`src/rtl/geo_pkg.sv`:
```
`timescale 1ns / 1ps

package geo_pkg;

  localparam int MAX_NODES = 64;
  localparam int ROW_W     = 64;
  localparam int IDX_W     = 6;
  localparam int CNT_W     = 7;
  localparam int MODE_W    = 2;
  localparam int CFG_W     = 7;
  localparam int BYTES     = ROW_W / 8;

  // Configuration register indexes
  localparam logic CFG_NODE_COUNT  = 1'b0;
  localparam logic CFG_ORIENT_MODE = 1'b1;

  typedef enum logic [MODE_W-1:0] {
    MODE_ASC    = 2'd0,
    MODE_DESC   = 2'd1,
    MODE_DEGREE = 2'd2,
    MODE_CENTER = 2'd3
  } orient_mode_t;

  typedef enum logic [2:0] {
    ST_LOAD,
    ST_DEGW,
    ST_PREP,
    ST_SCAN,
    ST_DRAIN,
    ST_EMIT
  } seq_state_t;

  // Degree write from the popcount pipeline
  typedef struct packed {
    logic             en;
    logic [IDX_W-1:0] addr;
    logic [CNT_W-1:0] deg;
  } deg_wr_t;

  // Finished directed row offered to the output register
  typedef struct packed {
    logic             valid;
    logic [IDX_W-1:0] index;
    logic [ROW_W-1:0] bits;
    logic             last;
  } emit_t;

  // Clamp node count into 1..MAX_NODES
  function automatic logic [CNT_W-1:0] eff_nodes(input logic [CNT_W-1:0] n);
    logic [CNT_W-1:0] r;
    r = n;
    if (n == '0) r = CNT_W'(1);
    else if (n > CNT_W'(MAX_NODES)) r = CNT_W'(MAX_NODES);
    return r;
  endfunction

  // Ones in the columns below n
  function automatic logic [ROW_W-1:0] col_mask(input logic [CNT_W-1:0] n);
    logic [ROW_W-1:0] m;
    for (int b = 0; b < ROW_W; b++) begin
      m[b] = (CNT_W'(b) < n);
    end
    return m;
  endfunction

  // Orientation of edge a-b with a < b: 1 means a -> b
  function automatic logic orient_fwd(input logic [MODE_W-1:0] mode,
                                      input logic [IDX_W-1:0]  a,
                                      input logic [IDX_W-1:0]  b,
                                      input logic [CNT_W-1:0]  da,
                                      input logic [CNT_W-1:0]  db,
                                      input logic [IDX_W-1:0]  c);
    logic f;
    case (orient_mode_t'(mode))
      MODE_DESC:   f = 1'b0;
      MODE_DEGREE: f = !(db < da);
      MODE_CENTER: begin
        if (b == c) f = 1'b1;
        else if (a == c) f = 1'b0;
        else if (a < c && b < c) f = 1'b1;
        else if (a > c && b > c) f = 1'b0;
        else if (a < c && b > c) f = 1'b1;
        else f = 1'b0;
      end
      default:     f = 1'b1;
    endcase
    return f;
  endfunction

endpackage

```
`src/rtl/geo_degree.sv`:
```
`timescale 1ns / 1ps

module geo_degree import geo_pkg::*; (
  input  logic                 clk,
  input  logic                 rst,
  input  logic                 in_take,
  input  logic [IDX_W-1:0]     in_index,
  input  logic [ROW_W-1:0]     in_bits,
  input  logic [CNT_W-1:0]     n_eff,
  output deg_wr_t              deg_wr
);

  logic [ROW_W-1:0] masked;
  logic [3:0]       byte_cnt [BYTES];
  logic [3:0]       byte_q   [BYTES];
  logic [IDX_W-1:0] addr_q;
  logic             valid_q;
  logic [CNT_W-1:0] total;

  // Count set bits per byte of the masked row
  always_comb begin
    masked = in_bits & col_mask(n_eff);
    for (int g = 0; g < BYTES; g++) begin
      byte_cnt[g] = '0;
      for (int b = 0; b < 8; b++) begin
        byte_cnt[g] = byte_cnt[g] + 4'(masked[g*8+b]);
      end
    end
  end

  // Register the byte counts with the row index and the take strobe
  always_ff @(posedge clk) begin
    if (rst) begin
      valid_q <= 1'b0;
    end else begin
      valid_q <= in_take;
    end
    addr_q <= in_index;
    for (int g = 0; g < BYTES; g++) begin
      byte_q[g] <= byte_cnt[g];
    end
  end

  // Sum byte counts into the degree
  always_comb begin
    total = '0;
    for (int g = 0; g < BYTES; g++) begin
      total = total + CNT_W'(byte_q[g]);
    end
  end

  assign deg_wr.en   = valid_q;
  assign deg_wr.addr = addr_q;
  assign deg_wr.deg  = total;

endmodule

```
`config.mk`:
```
export PLATFORM = sky130hd
export DESIGN_NAME = geo_degree
export DESIGN_NICKNAME = d
export VERILOG_FILES = /design/src/rtl/geo_pkg.sv /design/src/rtl/geo_degree.sv
export SDC_FILE = /design/constraint.sdc
export NUM_CORES = 1
export LEC_CHECK = 0
export BUFFER_PORTS_ARGS = -buffer_cell sky130_fd_sc_hd__buf_4
export CAP_MARGIN = 30
export CORE_MARGIN = 2
export CORE_UTILIZATION = 59
export DETAILED_ROUTE_END_ITERATION = 10
export GPL_ROUTABILITY_DRIVEN = 0
export GPL_TIMING_DRIVEN = 0
export PLACE_DENSITY = 0.95
export SLEW_MARGIN = 25
export SYNTH_ARGS = -nofsm -noshare
export SYNTH_HDL_FRONTEND = slang
export SYNTH_SLANG_ARGS = --single-unit
```
`constraint.sdc`:
```
create_clock -name clk -period 10.97 [get_ports clk]
set_clock_uncertainty 0.2 [all_clocks]
set_input_delay 0.5485 -clock clk [delete_from_list [all_inputs] [get_ports clk]]
set_output_delay 0.5485 -clock clk [all_outputs]
set_load 0.03 [all_outputs]
```
==> run_results.csv <==
group,metric,value,unit
worst_setup_path,crit_fanout,2,
floorplan,start_util,61.5,%
min_path,hold_path_class,"input pin to flop",
timing,rsz0062_at_grt,"false",
route,vias,3245,
grt,first_global_vias,3407,
yosys,avgSynthCellArea,9.05,um2
timing,slew-limit-headroom,43.2,%
yosys,synth_area_leaders,"fa_1 (30%), dfxtp_1 (21%), ha_1 (11%), inv_1 (9.5%), a21oi_1 (3.0%)",
worst_setup_path,critPathKind,"flop to output pin",
worst_setup_path,slowest_delay,0.58,ns
clock_network,cts_root_buf,"clkbuf_8",
floorplan,fp.dieArea,6860,um2
yosys,ys_seq_area_share,21.3,%
yosys,syn_area,3660,um2
clock_network,cts_tree,"yes",
run,maxCapViolCount,0,
floorplan,io_pins,94,
yosys,synth_mux_area_share,0,%
yosys,ys_ff_latch,39,
yosys,synth_flop_cell,"dfxtp_1",
route,antenna_left,0,
grt,grt_max_degree,14,
clock_network,post_cts_buffers,0,
route,first_iter_violations,187,
yosys,synthArstFlopShare,0,%
timing,fmax,211,MHz
floorplan,die_h,82.8,um
grt,grt_use_total,28.8,%
cells_and_area,drive_gt1_share,22.8,%
yosys,synth_top_family_by_area,"adder cells",
floorplan,core,5960,um2
timing,worstMarginPinSlew,0.852,ns
floorplan,fp.dieW,82.8,um
route,routedWlPerCell,16.9,um
clock_network,cts_buffer_depth,2,
grt,grt_overflow,0,
clock_network,postCtsHoldBufs,0,
yosys,netlist-cell-type-count,37,
clock_network,clkSinkCount,39,
cells_and_area,area_growth,25.1,%
worst_setup_path,required,10.22,ns
worst_setup_path,crit_path_end,"deg_wr[5]",
clock_network,numCtsBuffers,5,
grt,antenna_found_initial,0,
worst_setup_path,path_cells,"inv_1 > fa_1 > inv_1 > fa_1 > fa_1 > inv_1 > fa_1 > inv_1 > ha_1 > a21o_1 > a21oi_1 > xnor2_1 > buf_4",
timing,setup_violations,0,
worst_setup_path,startpoint,"byte_q[1][3]",
timing,drv_slew,0,
clock_network,clk_pin_slew,0.08,ns
yosys,yosysTopAreaCell,"fa_1",
worst_setup_path,endpoint_kind,"output pin",
yosys,synth_top_area_share,30.0,%
worst_setup_path,worstSetupStartpointType,"flop",
yosys,yosysWarnings,0,
yosys,synth_edf_count,0,
cells_and_area,final_nets,670,
floorplan,rows,28,
cells_and_area,insertedDiodeCount,0,
route,drc,0,
yosys,synthAdderAreaFrac,40.6,%
yosys,synth_cells,405,
yosys,synth_compound_area_share,11.1,%
route,wl,9820,um
placed_design,portBuffers,92,
yosys,synth-xor-area-share,2.39,%
grt,grt_pass1_wl,15700,um
worst_setup_path,arrival,3.98,ns
timing,final-hold-violation-count,0,
placed_design,dp_hpwl,7700,um
route,via_per_inst,5.59,
timing,fin_crit,4.73,ns
worst_setup_path,slowest_stage,"fa_1",
clock_network,h-tree-depth,2,
yosys,syn-num-nets,571,
timing,setup_tns,0,ns
outcome,status,"completed",
route,first_pass_iters,6,
clock_network,cts.repair.resized,0,
timing,min_period_over_period,43.1,%
yosys,synth-simple-area-share,13.0,%
==> worst min path at each step <==
stage / startpoint / end / slack, ns / cells past startpoint
2_1_floorplan: in_index[0] / addr_q[0] / 0.38 / 0
3_3_place_gp: in_index[4] / addr_q[4] / 0.45 / 1
3_5_place_dp: in_index[1] / addr_q[1] / 0.45 / 1
4_1_cts: in_index[1] / addr_q[1] / 0.14 / 1
5_1_grt: in_index[4] / addr_q[4] / 0.14 / 1
6_report: in_index[1] / addr_q[1] / 0.15 / 1
==> worst max-delay path: cells and delay by family, from the launching register on <==
kind / cells / cell delay (ns)
AOI/OAI and AO/OA: 2 / 0.35
xor gates and xnor gates: 1 / 0.13
adders and majority gates: 5 / 2.46
buffers and inverters: 5 / 0.41
DFF: 1 / 0.34
==> cell type report <==
type                            count  area [um2]
Buffer                             15        75.1
Clock buffer                        5        68.8
Timing Repair Buffer               92         691
Inverter                           93         349
Multi-Input combinational cell    258        2460
Clock inverter                      3        67.6
Sequential cell                    39         781
Fill cell                         374        1370
Tap cell                           75        93.8
==> registers in the layout, indices dropped and copies added, names as in the netlist <==
name,cells
valid_q,1
byte_q,32
addr_q,6
==> metal layers <==
metal / up-vias / global-route usage (%) / part of all wire [%]
met5: - / 0 / 0
met4: 0 / 15.4 / 5.7
met3: 53 / 2.88 / 8.2
met2: 222 / 53.0 / 52
met1: 1529 / 32.8 / 34
li1: 1441 / - / -
==> layout by cell type (no fill, tap or decap), types with 3 or more instances in the layout <==
master    instances
o21ai_1           3
and2_1            9
nand2_1          28
fa_1             55
buf_4            93
a21oi_1          22
nand3_1          10
inv_1            93
o21a_1            9
a21boi_0          3
xor2_1            4
o211ai_1          3
and3_1            4
nor2_1           16
buf_2            12
nor2b_1          16
dfxtp_1          39
xnor2_1           6
clkbuf_8          5
o21ai_0          18
ha_1             31
==> logic make-up (layout without fill, tap and decap cells) <==
| group | after synthesis | count (layout) |
|---|---|---|
| xor+xnor | 10 | 10 |
| buf+inv | 108 | 208 |
| fa+ha+maj | 86 | 86 |
| compound gates | 68 | 68 |
| simple gates | 94 | 94 |
| flops | 39 | 39 |
==> synthesized netlist by cell type (2+ instances only) <==
| master | instances |
|---|---|
| xnor2_1 | 6 |
| nand2b_1 | 2 |
| and2_1 | 9 |
| xor2_1 | 4 |
| a21o_1 | 2 |
| inv_1 | 93 |
| clkbuf_1 | 2 |
| o21a_1 | 9 |
| nor2b_1 | 16 |
| a31oi_1 | 2 |
| o21ai_0 | 18 |
| dfxtp_1 | 39 |
| a21boi_0 | 3 |
| ha_1 | 31 |
| buf_2 | 12 |
| o21ai_1 | 3 |
| a21oi_1 | 22 |
| nor2_1 | 16 |
| fa_1 | 55 |
| nand3_1 | 10 |
| or3_1 | 2 |
| and3_1 | 4 |
| a21boi_1 | 2 |
| nand2_1 | 28 |
| o211ai_1 | 3 |
==> stage by stage <==
step	worst slack (ns)	util (%)	hold slack, ns	instance area, um2	instances
finish	6.24	77.0	0.152	4590	580
global route	6.09	77.0	0.140	4590	580
CTS	6.22	77.0	0.141	4590	580
detailed placement	6.53	74.7	0.454	4450	572
global placement	6.64	74.7	0.453	4450	572
floorplan	6.58	-	0.376	3660	405
Power is left out: the tool's default activity adds up to more than one toggle a clock period on the data nets, which glitch-free logic cannot reach.
